### config.mk
export PLATFORM = sky130hd
export DESIGN_NAME = sliding_window_max
export DESIGN_NICKNAME = d
export VERILOG_FILES = /design/src/rtl/swm_pkg.sv /design/src/rtl/swm_ram.sv /design/src/rtl/swm_datapath.sv /design/src/rtl/swm_ctrl.sv /design/src/rtl/sliding_window_max.sv
export SDC_FILE = /design/constraint.sdc
export NUM_CORES = 2
export LEC_CHECK = 0
export BUFFER_PORTS_ARGS = -buffer_cell sky130_fd_sc_hd__buf_2
export CELL_PAD_IN_SITES_DETAIL_PLACEMENT = 0
export CELL_PAD_IN_SITES_GLOBAL_PLACEMENT = 1
export CORE_UTILIZATION = 47
export DETAILED_ROUTE_END_ITERATION = 10
export GPL_ROUTABILITY_DRIVEN = 0
export PLACE_DENSITY = 0.75
export SYNTH_ARGS = -nofsm -noshare
export SYNTH_HDL_FRONTEND = slang
export SYNTH_SLANG_ARGS = --single-unit
### constraint.sdc
create_clock -name i_clk -period 4.4 [get_ports i_clk]
set_input_delay 0.44 -clock i_clk [delete_from_list [all_inputs] [get_ports i_clk]]
set_output_delay 0.44 -clock i_clk [all_outputs]
set_load 0.02 [all_outputs]
### src/rtl/swm_pkg.sv
// Shared constants and controller/datapath interface types for the sliding window maximum.
package swm_pkg;

    localparam int MAX_WINDOW = 64;
    localparam int DATA_W     = 32;
    localparam int WIN_W      = 7;
    localparam int PTR_W      = (MAX_WINDOW > 1) ? $clog2(MAX_WINDOW) : 1;
    localparam int RAM_DEPTH  = 2 ** PTR_W;
    localparam int CNT_W      = $clog2(MAX_WINDOW + 1);
    localparam int POS_W      = $clog2(2 * MAX_WINDOW);
    localparam int ENTRY_W    = DATA_W + POS_W;

    typedef struct packed {
        logic load;
        logic rd_tail;
        logic pop_tail;
        logic rd_head;
        logic pop_head;
        logic push;
        logic out_load;
    } t_cmd;

    typedef struct packed {
        logic empty;
        logic tail_less;
        logic head_old;
        logic has_result;
    } t_stat;

endpackage

### src/rtl/swm_ram.sv
// Generic single-write, single-read RAM with registered read data.
module swm_ram #(
    parameter int WIDTH = 8,
    parameter int DEPTH = 16
) (
    input  logic                     i_clk,
    input  logic                     i_we,
    input  logic [$clog2(DEPTH)-1:0] i_waddr,
    input  logic [WIDTH-1:0]         i_wdata,
    input  logic                     i_re,
    input  logic [$clog2(DEPTH)-1:0] i_raddr,
    output logic [WIDTH-1:0]         o_rdata
);

    logic [WIDTH-1:0] r_mem [DEPTH];
    logic [WIDTH-1:0] r_rdata;

    always_ff @(posedge i_clk) begin
        if (i_we) begin
            r_mem[i_waddr] <= i_wdata;
        end
        if (i_re) begin
            r_rdata <= r_mem[i_raddr];
        end
    end

    assign o_rdata = r_rdata;

endmodule

### src/rtl/swm_datapath.sv
// Datapath: circular queue storage, counters, comparators and the result register.
module swm_datapath (
    input  logic                       i_clk,
    input  logic                       i_rst_n,
    input  logic signed [swm_pkg::DATA_W-1:0] i_sample,
    input  logic                       i_first_of_sequence,
    input  logic                       i_cfg_we,
    input  logic [swm_pkg::WIN_W-1:0]  i_cfg_data,
    input  swm_pkg::t_cmd              i_cmd,
    output swm_pkg::t_stat             o_stat,
    output logic signed [swm_pkg::DATA_W-1:0] o_window_max
);
    import swm_pkg::*;

    localparam logic [POS_W:0] POS_MOD_V = (POS_W + 1)'(2 * MAX_WINDOW);

    logic signed [DATA_W-1:0] r_sample;
    logic signed [DATA_W-1:0] r_out_data;
    logic [PTR_W-1:0]         r_head;
    logic [CNT_W-1:0]         r_count;
    logic [POS_W-1:0]         r_pos;
    logic [CNT_W-1:0]         r_seen;
    logic [WIN_W-1:0]         r_window;

    logic [CNT_W-1:0]         win_k;
    logic [PTR_W-1:0]         tail_idx;
    logic [PTR_W-1:0]         push_idx;
    logic [ENTRY_W-1:0]       rd_data;
    logic signed [DATA_W-1:0] rd_value;
    logic [POS_W-1:0]         rd_pos;
    logic [POS_W:0]           pos_diff;
    logic [POS_W:0]           age_wide;
    logic [POS_W-1:0]         age;

    // Window size clamped to the supported range.
    always_comb begin
        if (r_window == '0) begin
            win_k = CNT_W'(1);
        end else if (int'(r_window) > MAX_WINDOW) begin
            win_k = CNT_W'(MAX_WINDOW);
        end else begin
            win_k = CNT_W'(r_window);
        end
    end

    assign tail_idx = r_head + r_count[PTR_W-1:0] - PTR_W'(1);
    assign push_idx = r_head + r_count[PTR_W-1:0];

    swm_ram #(
        .WIDTH (ENTRY_W),
        .DEPTH (RAM_DEPTH)
    ) u_queue (
        .i_clk   (i_clk),
        .i_we    (i_cmd.push && (r_count < CNT_W'(MAX_WINDOW))),
        .i_waddr (push_idx),
        .i_wdata ({r_sample, r_pos}),
        .i_re    (i_cmd.rd_tail || i_cmd.rd_head),
        .i_raddr (i_cmd.rd_tail ? tail_idx : r_head),
        .o_rdata (rd_data)
    );

    assign rd_value = rd_data[ENTRY_W-1:POS_W];
    assign rd_pos   = rd_data[POS_W-1:0];

    // Age of the entry read, modulo the position range.
    assign pos_diff = {1'b0, r_pos} - {1'b0, rd_pos};
    assign age_wide = pos_diff[POS_W] ? (pos_diff + POS_MOD_V) : pos_diff;
    assign age      = age_wide[POS_W-1:0];

    assign o_stat.empty      = (r_count == '0);
    assign o_stat.tail_less  = (rd_value < r_sample);
    assign o_stat.head_old   = (age >= POS_W'(win_k));
    assign o_stat.has_result = (r_seen >= win_k);

    always_ff @(posedge i_clk) begin
        if (!i_rst_n) begin
            r_window <= WIN_W'(1);
            r_head   <= '0;
            r_count  <= '0;
            r_pos    <= '0;
            r_seen   <= '0;
        end else begin
            if (i_cfg_we) begin
                r_window <= i_cfg_data;
            end
            if (i_cmd.load && i_first_of_sequence) begin
                r_count <= '0;
                r_pos   <= '0;
                r_seen  <= '0;
            end
            if (i_cmd.pop_tail) begin
                r_count <= r_count - CNT_W'(1);
            end
            if (i_cmd.pop_head) begin
                r_head  <= r_head + PTR_W'(1);
                r_count <= r_count - CNT_W'(1);
            end
            if (i_cmd.push) begin
                if (r_count < CNT_W'(MAX_WINDOW)) begin
                    r_count <= r_count + CNT_W'(1);
                end
                r_pos <= (r_pos == POS_W'(2 * MAX_WINDOW - 1)) ? '0 : r_pos + POS_W'(1);
                if (r_seen < win_k) begin
                    r_seen <= r_seen + CNT_W'(1);
                end
            end
        end
    end

    always_ff @(posedge i_clk) begin
        if (i_cmd.load) begin
            r_sample <= i_sample;
        end
        if (i_cmd.out_load) begin
            r_out_data <= rd_value;
        end
    end

    assign o_window_max = r_out_data;

endmodule

### src/rtl/swm_ctrl.sv
// Controller: sequences the tail scan, head expiry, append and result load for each sample.
module swm_ctrl (
    input  logic           i_clk,
    input  logic           i_rst_n,
    input  logic           i_in_valid,
    output logic           o_in_stall,
    output logic           o_out_valid,
    input  logic           i_out_stall,
    input  swm_pkg::t_stat i_stat,
    output swm_pkg::t_cmd  o_cmd
);
    import swm_pkg::*;

    localparam logic [2:0] S_IDLE     = 3'd0;
    localparam logic [2:0] S_TAIL_RD  = 3'd1;
    localparam logic [2:0] S_TAIL_CMP = 3'd2;
    localparam logic [2:0] S_HEAD_RD  = 3'd3;
    localparam logic [2:0] S_HEAD_CMP = 3'd4;
    localparam logic [2:0] S_PUSH     = 3'd5;
    localparam logic [2:0] S_OUT_RD   = 3'd6;
    localparam logic [2:0] S_OUT_WAIT = 3'd7;

    logic [2:0] r_state;
    logic [2:0] n_state;
    logic       r_out_valid;
    logic       n_out_valid;

    always_comb begin
        n_state = r_state;
        o_cmd   = '0;
        unique case (r_state)
            S_IDLE: begin
                if (i_in_valid) begin
                    o_cmd.load = 1'b1;
                    n_state    = S_TAIL_RD;
                end
            end
            S_TAIL_RD: begin
                if (i_stat.empty) begin
                    n_state = S_HEAD_RD;
                end else begin
                    o_cmd.rd_tail = 1'b1;
                    n_state       = S_TAIL_CMP;
                end
            end
            S_TAIL_CMP: begin
                if (i_stat.tail_less) begin
                    o_cmd.pop_tail = 1'b1;
                    n_state        = S_TAIL_RD;
                end else begin
                    n_state = S_HEAD_RD;
                end
            end
            S_HEAD_RD: begin
                if (i_stat.empty) begin
                    n_state = S_PUSH;
                end else begin
                    o_cmd.rd_head = 1'b1;
                    n_state       = S_HEAD_CMP;
                end
            end
            S_HEAD_CMP: begin
                if (i_stat.head_old) begin
                    o_cmd.pop_head = 1'b1;
                    n_state        = S_HEAD_RD;
                end else begin
                    n_state = S_PUSH;
                end
            end
            S_PUSH: begin
                o_cmd.push = 1'b1;
                n_state    = S_OUT_RD;
            end
            S_OUT_RD: begin
                if (i_stat.has_result) begin
                    o_cmd.rd_head = 1'b1;
                    n_state       = S_OUT_WAIT;
                end else begin
                    n_state = S_IDLE;
                end
            end
            S_OUT_WAIT: begin
                if (!r_out_valid || !i_out_stall) begin
                    o_cmd.out_load = 1'b1;
                    n_state        = S_IDLE;
                end
            end
            default: begin
                n_state = S_IDLE;
            end
        endcase
    end

    always_comb begin
        if (o_cmd.out_load) begin
            n_out_valid = 1'b1;
        end else if (r_out_valid && !i_out_stall) begin
            n_out_valid = 1'b0;
        end else begin
            n_out_valid = r_out_valid;
        end
    end

    always_ff @(posedge i_clk) begin
        if (!i_rst_n) begin
            r_state     <= S_IDLE;
            r_out_valid <= 1'b0;
        end else begin
            r_state     <= n_state;
            r_out_valid <= n_out_valid;
        end
    end

    assign o_in_stall  = (r_state != S_IDLE);
    assign o_out_valid = r_out_valid;

endmodule

### src/rtl/sliding_window_max.sv
// Top level of the sliding window maximum: controller, datapath and their command/status links.
//
// This block reports the largest signed sample over the last window_size samples of a stream.
// Each accepted sample is merged into a monotonic decreasing queue of (value, position) entries
// held in a 64-entry circular RAM: smaller entries are dropped from the tail, entries that have
// left the window are dropped from the head, and the sample is then appended. Once window_size
// samples of the current sequence have arrived, every transfer in produces one transfer out
// carrying the window maximum; before that, a sample produces no result. Raising
// i_first_of_sequence with a sample empties the queue and restarts the counts. The window size
// must be written through i_cfg_we/i_cfg_data only while the block is idle; the block has no
// check for this. Zero acts as one and values above 64 act as 64. Each queue compare needs one
// read through the RAM's single registered read port, so every entry a sample drops adds a read
// state and a compare state; the input stalls meanwhile. The result sits in an output register,
// so a stalled consumer only holds back the next sample once it reaches its own result load.
// No clearing pass is needed after reset: only entries below the queue count are ever read.
module sliding_window_max (
    input  logic                              i_clk,
    input  logic                              i_rst_n,
    input  logic                              i_in_valid,
    output logic                              o_in_stall,
    input  logic signed [swm_pkg::DATA_W-1:0] i_sample,
    input  logic                              i_first_of_sequence,
    output logic                              o_out_valid,
    input  logic                              i_out_stall,
    output logic signed [swm_pkg::DATA_W-1:0] o_window_max,
    input  logic                              i_cfg_we,
    input  logic [swm_pkg::WIN_W-1:0]         i_cfg_data
);
    import swm_pkg::*;

    t_cmd  cmd;
    t_stat stat;

    // The controller steps through the queue maintenance for one sample at a time.
    swm_ctrl u_ctrl (
        .i_clk       (i_clk),
        .i_rst_n     (i_rst_n),
        .i_in_valid  (i_in_valid),
        .o_in_stall  (o_in_stall),
        .o_out_valid (o_out_valid),
        .i_out_stall (i_out_stall),
        .i_stat      (stat),
        .o_cmd       (cmd)
    );

    // The datapath owns the queue RAM, the counters and the result register.
    swm_datapath u_dp (
        .i_clk               (i_clk),
        .i_rst_n             (i_rst_n),
        .i_sample            (i_sample),
        .i_first_of_sequence (i_first_of_sequence),
        .i_cfg_we            (i_cfg_we),
        .i_cfg_data          (i_cfg_data),
        .i_cmd               (cmd),
        .o_stat              (stat),
        .o_window_max        (o_window_max)
    );

endmodule

Word level (Yosys, flattened, before mapping):

Memory sizes are Yosys's and may differ from the RTL's. A register that Yosys moved wholly into a read port is not among the register bits.
Cells that the tools add are included.

* register bits after elaboration: 102
* memory bits (writable): 2496
* input port bits: 45
* output and inout port bits: 34
* memories kept: 1

Memory list
* u_dp.u_queue.r_mem: words 64, width 39, read ports 1, clocked after memory_dff 1, write ports 1, line swm_ram.sv:15 `logic [WIDTH-1:0] r_mem [DEPTH];`

* add/subtract/negate cells: 9
* $lt $le $gt $ge: 6
* equal/unequal tests: 10
* multiplexer cells: 40
* reduce and logical (&&, ||, !) cells: 14

Operators by type and width (number)
* 7-bit 2-to-1 mux: 14
* 32-bit < comparator: 1
* 7-bit by 1-bit adder with 7-bit output, second input constant: 4
* 3-bit case mux with 8 select lines: 1
* 1-bit 2-to-1 mux: 18
* 7-bit >= comparator: 2
* 7-bit logical NOT: 2
* 3-bit equality test, second input constant: 4
* 3-bit 2-to-1 mux: 4
* 7-bit by 7-bit subtractor with 8-bit output: 1
* 7-bit equality test, second input constant: 1
* 7-bit greater-than comparator, second input constant: 1
* 7-bit < comparator: 1
* 7-bit < comparator, second input constant: 1
* 7-bit by 1-bit subtractor with 7-bit output, second input constant: 1
* 6-bit by 1-bit adder with 6-bit output, second input constant: 1
* 6-bit adder: 1
* 3-bit by 2-bit equality test with 1-bit output, second input constant: 2
* 6-bit 2-to-1 mux: 1
* 6-bit by 1-bit subtractor with 6-bit output, second input constant: 1
* 2-bit nonzero test: 2
* 3-bit by 1-bit equality test with 1-bit output, second input constant: 1
* 1-bit logical AND: 3
* 3-bit logical NOT: 1
* other kinds (8): 10

Longest topological paths before layout:

* word-level depth: 9
* depth in mapped cells: 16
* mapped depth without buffers: 15

Modules after synthesis:

A second synthesis with hierarchy kept.

* cell total of the unflattened synthesis: 4585
* area, all modules: 101351.0 um^2

By module, submodules not included
* swm_ram: times used 1, cells each 4059, area each 95743.1 um^2, sequential area each 76123.0 um^2
* swm_datapath: times used 1, cells each 486, area each 5311.3 um^2, sequential area each 2602.5 um^2
* swm_ctrl: times used 1, cells each 40, area each 296.5 um^2, sequential area each 80.1 um^2

Worst setup path after synthesis:

No wires, ideal clock.

* path type: reg-to-reg
* start point: reg u_dp.r_count[1]
* end point: reg u_dp.u_queue.r_rdata[0], in the netlist u_dp.u_queue.o_rdata[0] (read register of u_dp.u_queue.r_mem) (enable)
* data arrival time: 3814 ps
* required time: 3911 ps
* setup slack: 97 ps
* stages on the path, launching flop included: 6
* path buffers: 0
* period minus slack after synthesis: 4303 ps
* path through: dfxtp_1 inv_1 ha_1 or4b_4 nand2_1 o21ai_0

* cells in the longest elaborated chain, start to end: 4
* elaborated cells on any way between the ends: 8
* classes of those cells: 2 x add/sub; 4 x mux; 2 x reduce/logical

RTL lines
* from (decl): line swm_datapath.sv:20 `logic [CNT_W-1:0] r_count;`
* from (signal assigned): line swm_datapath.sv:92 `r_count <= r_count - CNT_W'(1);`
* from (signal assigned): line swm_datapath.sv:96 `r_count <= r_count - CNT_W'(1);`
* from (signal assigned): line swm_datapath.sv:100 `r_count <= r_count + CNT_W'(1);`
* 7-bit logical NOT (*): line swm_datapath.sv:70 `assign o_stat.empty = (r_count == '0);`
* 1-bit 2-to-1 mux (*): line swm_ctrl.sv:39, swm_ctrl.sv:55
* 1-bit case mux with 2 select lines or 1-bit 2-to-1 mux (tied branches): line swm_ctrl.sv:31 `unique case (r_state)`
* 1-bit logical OR (*): line swm_datapath.sv:57 `.i_re (i_cmd.rd_tail || i_cmd.rd_head),`
* via u_dp.u_queue.i_re: line swm_ram.sv:10 `input logic i_re,`
* to (decl): line swm_ram.sv:16 `logic [WIDTH-1:0] r_rdata;`

The timed path passes the listed nets; every way through them passes the cells marked *.
A chain may end at the register's enable or synchronous reset.

Worst setup path in the final report:

* start point: reg u_dp.u_queue.r_rdata[38], in the netlist u_dp.u_queue.o_rdata[38] (read register of u_dp.u_queue.r_mem)
* end point: reg u_dp.r_count[1]

* cells in the longest elaborated chain, start to end: 7

RTL lines
* 32-bit < comparator (*): line swm_datapath.sv:71 `assign o_stat.tail_less = (rd_value < r_sample);`
* 1-bit 2-to-1 mux (*): line swm_ctrl.sv:47 `if (i_stat.tail_less) begin`
* 1-bit 2-to-1 mux (*): line swm_ctrl.sv:31
* 7-bit 2-to-1 mux (*): line swm_datapath.sv:91 `if (i_cmd.pop_tail) begin`
* 7-bit 2-to-1 mux (*): line swm_datapath.sv:94 `if (i_cmd.pop_head) begin`
* 7-bit 2-to-1 mux: line swm_datapath.sv:99 `if (r_count < CNT_W'(MAX_WINDOW)) begin`
* 7-bit 2-to-1 mux (*): line swm_datapath.sv:98 `if (i_cmd.push) begin`

Mark *: on every way between the ends. The rest lies on a longest branch, timed or not.

==> impl_metrics.prom <==
# TYPE chip_impl_metric gauge
chip_impl_metric{name="stdcell_area",unit="um^2"} 121000
chip_impl_metric{name="die_h",unit="um"} 474
chip_impl_metric{name="r2r_cells",unit=""} 14
chip_impl_metric{name="totalNegativeSetupSlack",unit="ns"} 0
chip_impl_metric{name="p_total",unit="uW"} 75200
chip_impl_metric{name="timing.critical_path.slowest_cell_delay",unit="ns"} 0.62
chip_impl_metric{name="critical_path_required",unit="ns"} 5.14
chip_impl_metric{name="drive_above_1_share",unit=""} 0.108
chip_impl_metric{name="post_cts_resize_count",unit=""} 0
chip_impl_metric{name="violation_count_after_the_first_detailed_route_iteration",unit=""} 10600
chip_impl_metric{name="yosys.area_share.simple",unit=""} 0.192
chip_impl_metric{name="ant_nets",unit=""} 0
chip_impl_metric{name="synth-warning-count",unit=""} 0
chip_impl_metric{name="finClkSkew",unit="ns"} 0.0929
chip_impl_metric{name="switching_share",unit=""} 0.348
chip_impl_metric{name="synthesis.nets",unit=""} 8338
chip_impl_metric{name="floorplan.core_area",unit="um^2"} 222000
chip_impl_metric{name="antenna_found_initial",unit=""} 15
chip_impl_metric{name="total_switching_power",unit="uW"} 26100
chip_impl_metric{name="io_buffers",unit=""} 78
chip_impl_metric{name="worst_pin_slew",unit="ns"} 1.22
chip_impl_metric{name="proportion_of_synthesized_flip_flops_having_asynchronous_set_or_reset",unit=""} 0
chip_impl_metric{name="power.density_cell_area",unit="nW/um^2"} 619
chip_impl_info{name="crit_slowest_cell",value="sky130_fd_sc_hd__edfxtp_1"} 1
chip_impl_metric{name="globalRouteOverflowTotal",unit=""} 0
chip_impl_metric{name="synth_edf_count",unit=""} 2599
chip_impl_metric{name="finalCritPeriodShare",unit=""} 0.965
chip_impl_metric{name="netlist_instances",unit=""} 8233
chip_impl_metric{name="vias",unit=""} 71000
chip_impl_metric{name="fin_crit",unit="ns"} 4.24
chip_impl_metric{name="maxCapViolations",unit=""} 0
chip_impl_info{name="cp_top_family",value="compound AO/OA/AOI/OAI gates"} 1
chip_impl_metric{name="synth.avg_cell_area",unit="um^2"} 12.7
chip_impl_metric{name="clkTransAtPathRegs",unit="ns"} 0.06
chip_impl_metric{name="power_frac_clock",unit=""} 0.299
chip_impl_metric{name="design.portCount",unit=""} 79
chip_impl_metric{name="detailed_place_hpwl",unit="um"} 185000
chip_impl_info{name="critical_path_class",value="reg2reg"} 1
chip_impl_metric{name="relSlewSlack",unit=""} 0.184
chip_impl_info{name="critPathLaunchType",value="register"} 1
chip_impl_metric{name="drt-total-wl",unit="um"} 340000
chip_impl_metric{name="synth.ff_latch_count",unit=""} 2637
chip_impl_metric{name="cts.sink_count",unit=""} 2637
chip_impl_metric{name="num-nets-final",unit=""} 8641
chip_impl_metric{name="route.detailed.vias_per_inst",unit=""} 6.06
chip_impl_info{name="worst_path_most_repeated_cell",value="sky130_fd_sc_hd__buf_4"} 1
chip_impl_metric{name="grt_usage",unit=""} 0.300
chip_impl_metric{name="finalSetupViolations",unit=""} 0
chip_impl_info{name="run_status",value="finished clean"} 1
chip_impl_metric{name="max-clock-path-buffers",unit=""} 4
chip_impl_metric{name="min_delay_path_depth",unit=""} 2
chip_impl_metric{name="post-cts-setup-buffer-count",unit=""} 0
chip_impl_metric{name="peakVddDrop",unit="V"} 0.000463
chip_impl_metric{name="post_synth_fa_ha_maj_area_fraction",unit=""} 0.00740
chip_impl_metric{name="comb_power_share",unit=""} 0.308
chip_impl_metric{name="drt_pre_antenna_iters",unit=""} 6
chip_impl_metric{name="placed_cell_area",unit="um^2"} 112000
chip_impl_info{name="cp_cell_sequence",value="ha_1 -> and3_1 -> nand4_1 -> a21oi_1 -> a2111oi_0 -> buf_4 -> o211ai_1 -> buf_4 -> a31oi_1 -> buf_12 -> a21o_1 -> buf_4 -> nor3b_1 -> a211oi_1"} 1
chip_impl_metric{name="slew_violations",unit=""} 0
chip_impl_info{name="synth_top_flop_cell",value="sky130_fd_sc_hd__edfxtp_1"} 1
chip_impl_metric{name="die_area",unit="um^2"} 225000
chip_impl_metric{name="syn-cell-area",unit="um^2"} 105000
chip_impl_metric{name="synthMuxAreaShare",unit=""} 0.000966
chip_impl_metric{name="critical_path_cell_count",unit=""} 14
chip_impl_metric{name="routed_wire_length_per_instance",unit="um"} 29.0
chip_impl_metric{name="initial_utilization",unit=""} 0.472
chip_impl_metric{name="synth_cell_type_count",unit=""} 68
chip_impl_metric{name="numCtsBuffers",unit=""} 290
chip_impl_metric{name="cell_count_final_fillers_out",unit=""} 11700
chip_impl_metric{name="internal_power",unit="uW"} 49000
chip_impl_info{name="synth_top_family_by_area",value="simple AND/OR/NAND/NOR gates"} 1
chip_impl_metric{name="synth_seq_area_share",unit=""} 0.752
chip_impl_metric{name="power.leakage",unit="uW"} 0.0416
chip_impl_info{name="unrepaired_setup_endpoints_after_global_routing",value="false"} 1
chip_impl_metric{name="biggest_fanout_along_the_worst_timing_path",unit=""} 5
chip_impl_info{name="root_buffer",value="sky130_fd_sc_hd__clkbuf_16"} 1
chip_impl_metric{name="drc",unit=""} 0
chip_impl_metric{name="hold_slack",unit="ns"} 0.215
chip_impl_metric{name="source_to_sink_clock_delay_at_the_later_pin_of_the_worst_skew_pair",unit="ns"} 0.95
chip_impl_metric{name="rows",unit=""} 173
chip_impl_metric{name="floorplan.die.width",unit="um"} 474
chip_impl_metric{name="worst-endpoint-arrival",unit="ns"} 4.98
chip_impl_info{name="min-delay-path-class",value="in2reg"} 1
chip_impl_info{name="cp-end-kind",value="register"} 1
chip_impl_metric{name="pwr-share-seq",unit=""} 0.394
chip_impl_metric{name="timing.final.hold_violations",unit=""} 0
chip_impl_info{name="tritoncts",value="yes"} 1
chip_impl_metric{name="vias_in_the_first_global_route",unit=""} 65800
chip_impl_metric{name="htree_num_levels",unit=""} 5
chip_impl_metric{name="critPathBufInv",unit=""} 4
chip_impl_metric{name="place.detailed.instances",unit=""} 11200
chip_impl_metric{name="grt_max_degree",unit=""} 106
chip_impl_metric{name="areaGrowthSynthToFinish",unit="%"} 15.7
chip_impl_metric{name="compound_gate_fraction_of_synth_area",unit=""} 0.0213
chip_impl_metric{name="synth_xor_xnor_area_share",unit=""} 0.00200
chip_impl_metric{name="max_freq",unit="MHz"} 236
chip_impl_metric{name="grt_pass1_wl",unit="um"} 479000
[registers in the layout, summed over array words and instances, names as in the netlist]
signal,cells
u_ctrl.o_out_valid,1
u_ctrl.r_state,3
u_dp.o_window_max,32
u_dp.r_count,7
u_dp.r_head,6
u_dp.r_pos,7
u_dp.r_sample,32
u_dp.r_seen,7
u_dp.r_window,7
u_dp.u_queue.o_rdata,39
u_dp.u_queue.r_mem,2496
[routing by layer]
metal / part of all wire / track usage / vias to the layer above
met5: 0.000079 / 0 / -
met3: 0.11 / 0.0537 / 772
li1: - / - / 30500
met4: 0.045 / 0.126 / 4
met1: 0.39 / 0.421 / 35500
met2: 0.45 / 0.460 / 4223
[placed cells by master (no fill, tap or decap), drive strengths merged, types with 51 or more instances in the layout]
cell / synthesis / routed
a41oi: 156 / 156
nand3: 1890 / 1890
clkbuf: 173 / 358
dlygate4sd3: 0 / 51
clkinv: 1 / 115
inv: 53 / 58
ha: 58 / 58
buf: 348 / 481
nor2: 101 / 101
nand2: 2537 / 2537
edfxtp: 2599 / 2599
[timing repair]
item | 4_1_cts | 5_1_grt
hold buffers | 51 | 0
endpoints found under the hold margin | 51 | 0
setup endpoints to repair | 0 | 0
[layout make-up]
type	count	area, um^2
Antenna cell	5	12.5
Clock buffer	358	7660
Clock inverter	131	901
Fill cell	18200	101000
Inverter	54	203
Multi-Input combinational cell	5021	24100
Sequential cell	2637	78800
Tap cell	2975	3720
Timing Repair Buffer	532	5940
[worst register-to-register path: stages (launching register included)]
cell and delay, ns:
sky130_fd_sc_hd__edfxtp_1 0.62, sky130_fd_sc_hd__ha_1 0.50, sky130_fd_sc_hd__and3_1 0.30, sky130_fd_sc_hd__nand4_1 0.20, sky130_fd_sc_hd__a21oi_1 0.09, sky130_fd_sc_hd__a2111oi_0 0.39
sky130_fd_sc_hd__buf_4 0.24, sky130_fd_sc_hd__o211ai_1 0.10, sky130_fd_sc_hd__buf_4 0.19, sky130_fd_sc_hd__a31oi_1 0.45, sky130_fd_sc_hd__buf_12 0.22, sky130_fd_sc_hd__a21o_1 0.23
sky130_fd_sc_hd__buf_4 0.16, sky130_fd_sc_hd__nor3b_1 0.05, sky130_fd_sc_hd__a211oi_1 0.34
[Yosys cell counts (all sizes together), types with 6 or more instances]
master | n | area share
a211oi | 6 | 0.00043
a21o | 10 | 0.00072
a21oi | 32 | 0.0015
a31oi | 6 | 0.00036
a41oi | 156 | 0.013
and2 | 8 | 0.00048
and3 | 10 | 0.00060
buf | 348 | 0.017
clkbuf | 173 | 0.0062
dfxtp | 38 | 0.0073
edfxtp | 2599 | 0.74
ha | 58 | 0.0069
inv | 53 | 0.0019
mux2i | 9 | 0.00086
nand2 | 2537 | 0.091
nand3 | 1890 | 0.090
nand4 | 12 | 0.00072
nor2 | 101 | 0.0036
nor2b | 9 | 0.00054
nor3 | 8 | 0.00038
nor3b | 6 | 0.00043
o21a | 6 | 0.00043
o21ai | 25 | 0.0012
or3 | 7 | 0.00042
or4 | 39 | 0.0028
xnor2 | 16 | 0.0013
xor2 | 8 | 0.00067
[kinds of logic (layout without fill, tap and decap cells)]
| group | Yosys count | count (layout) |
|---|---|---|
| XOR/XNOR | 24 | 24 |
| adder cells (fa/ha/maj) | 61 | 61 |
| multiplexers | 10 | 10 |
| buffers and inverters | 575 | 1075 |
| AND/OR/NAND/NOR | 4641 | 4641 |
| other | 0 | 5 |
| AO/OA/AOI/OAI | 285 | 285 |
| flip-flops | 2637 | 2637 |
[power groups by stage]
stage                     combinational, uW  sequential, uW  clock (uW)
after global placement                22500           30100           0
after CTS                             22900           29600       22700
after detailed placement              22800           30100           0
after floorplan                       13500           30000           0
after global routing                  24900           29600       23600
final                                 23100           29600       22500
[path summary, 6_finish.rpt]
kind,startpoint,end,slack [ns]
max,u_dp.u_queue.o_rdata[38],u_dp.r_count[1],0.16
min,i_sample[13],u_dp.r_sample[13],0.21
max reg2reg,u_dp.u_queue.o_rdata[38],u_dp.r_count[1],0.16
min reg2reg,u_dp.u_queue.o_rdata[23],u_dp.o_window_max[16],0.52
[per-stage QoR]
stage / utilization / setup WS (ns)
global placement: 0.506 / 0.269
finish: 0.546 / 0.156
CTS: 0.546 / 0.202
global route: 0.546 / 0.117
floorplan: - / 0.0965
detailed placement: 0.506 / 0.295
(Power assumes the default switching activity.)
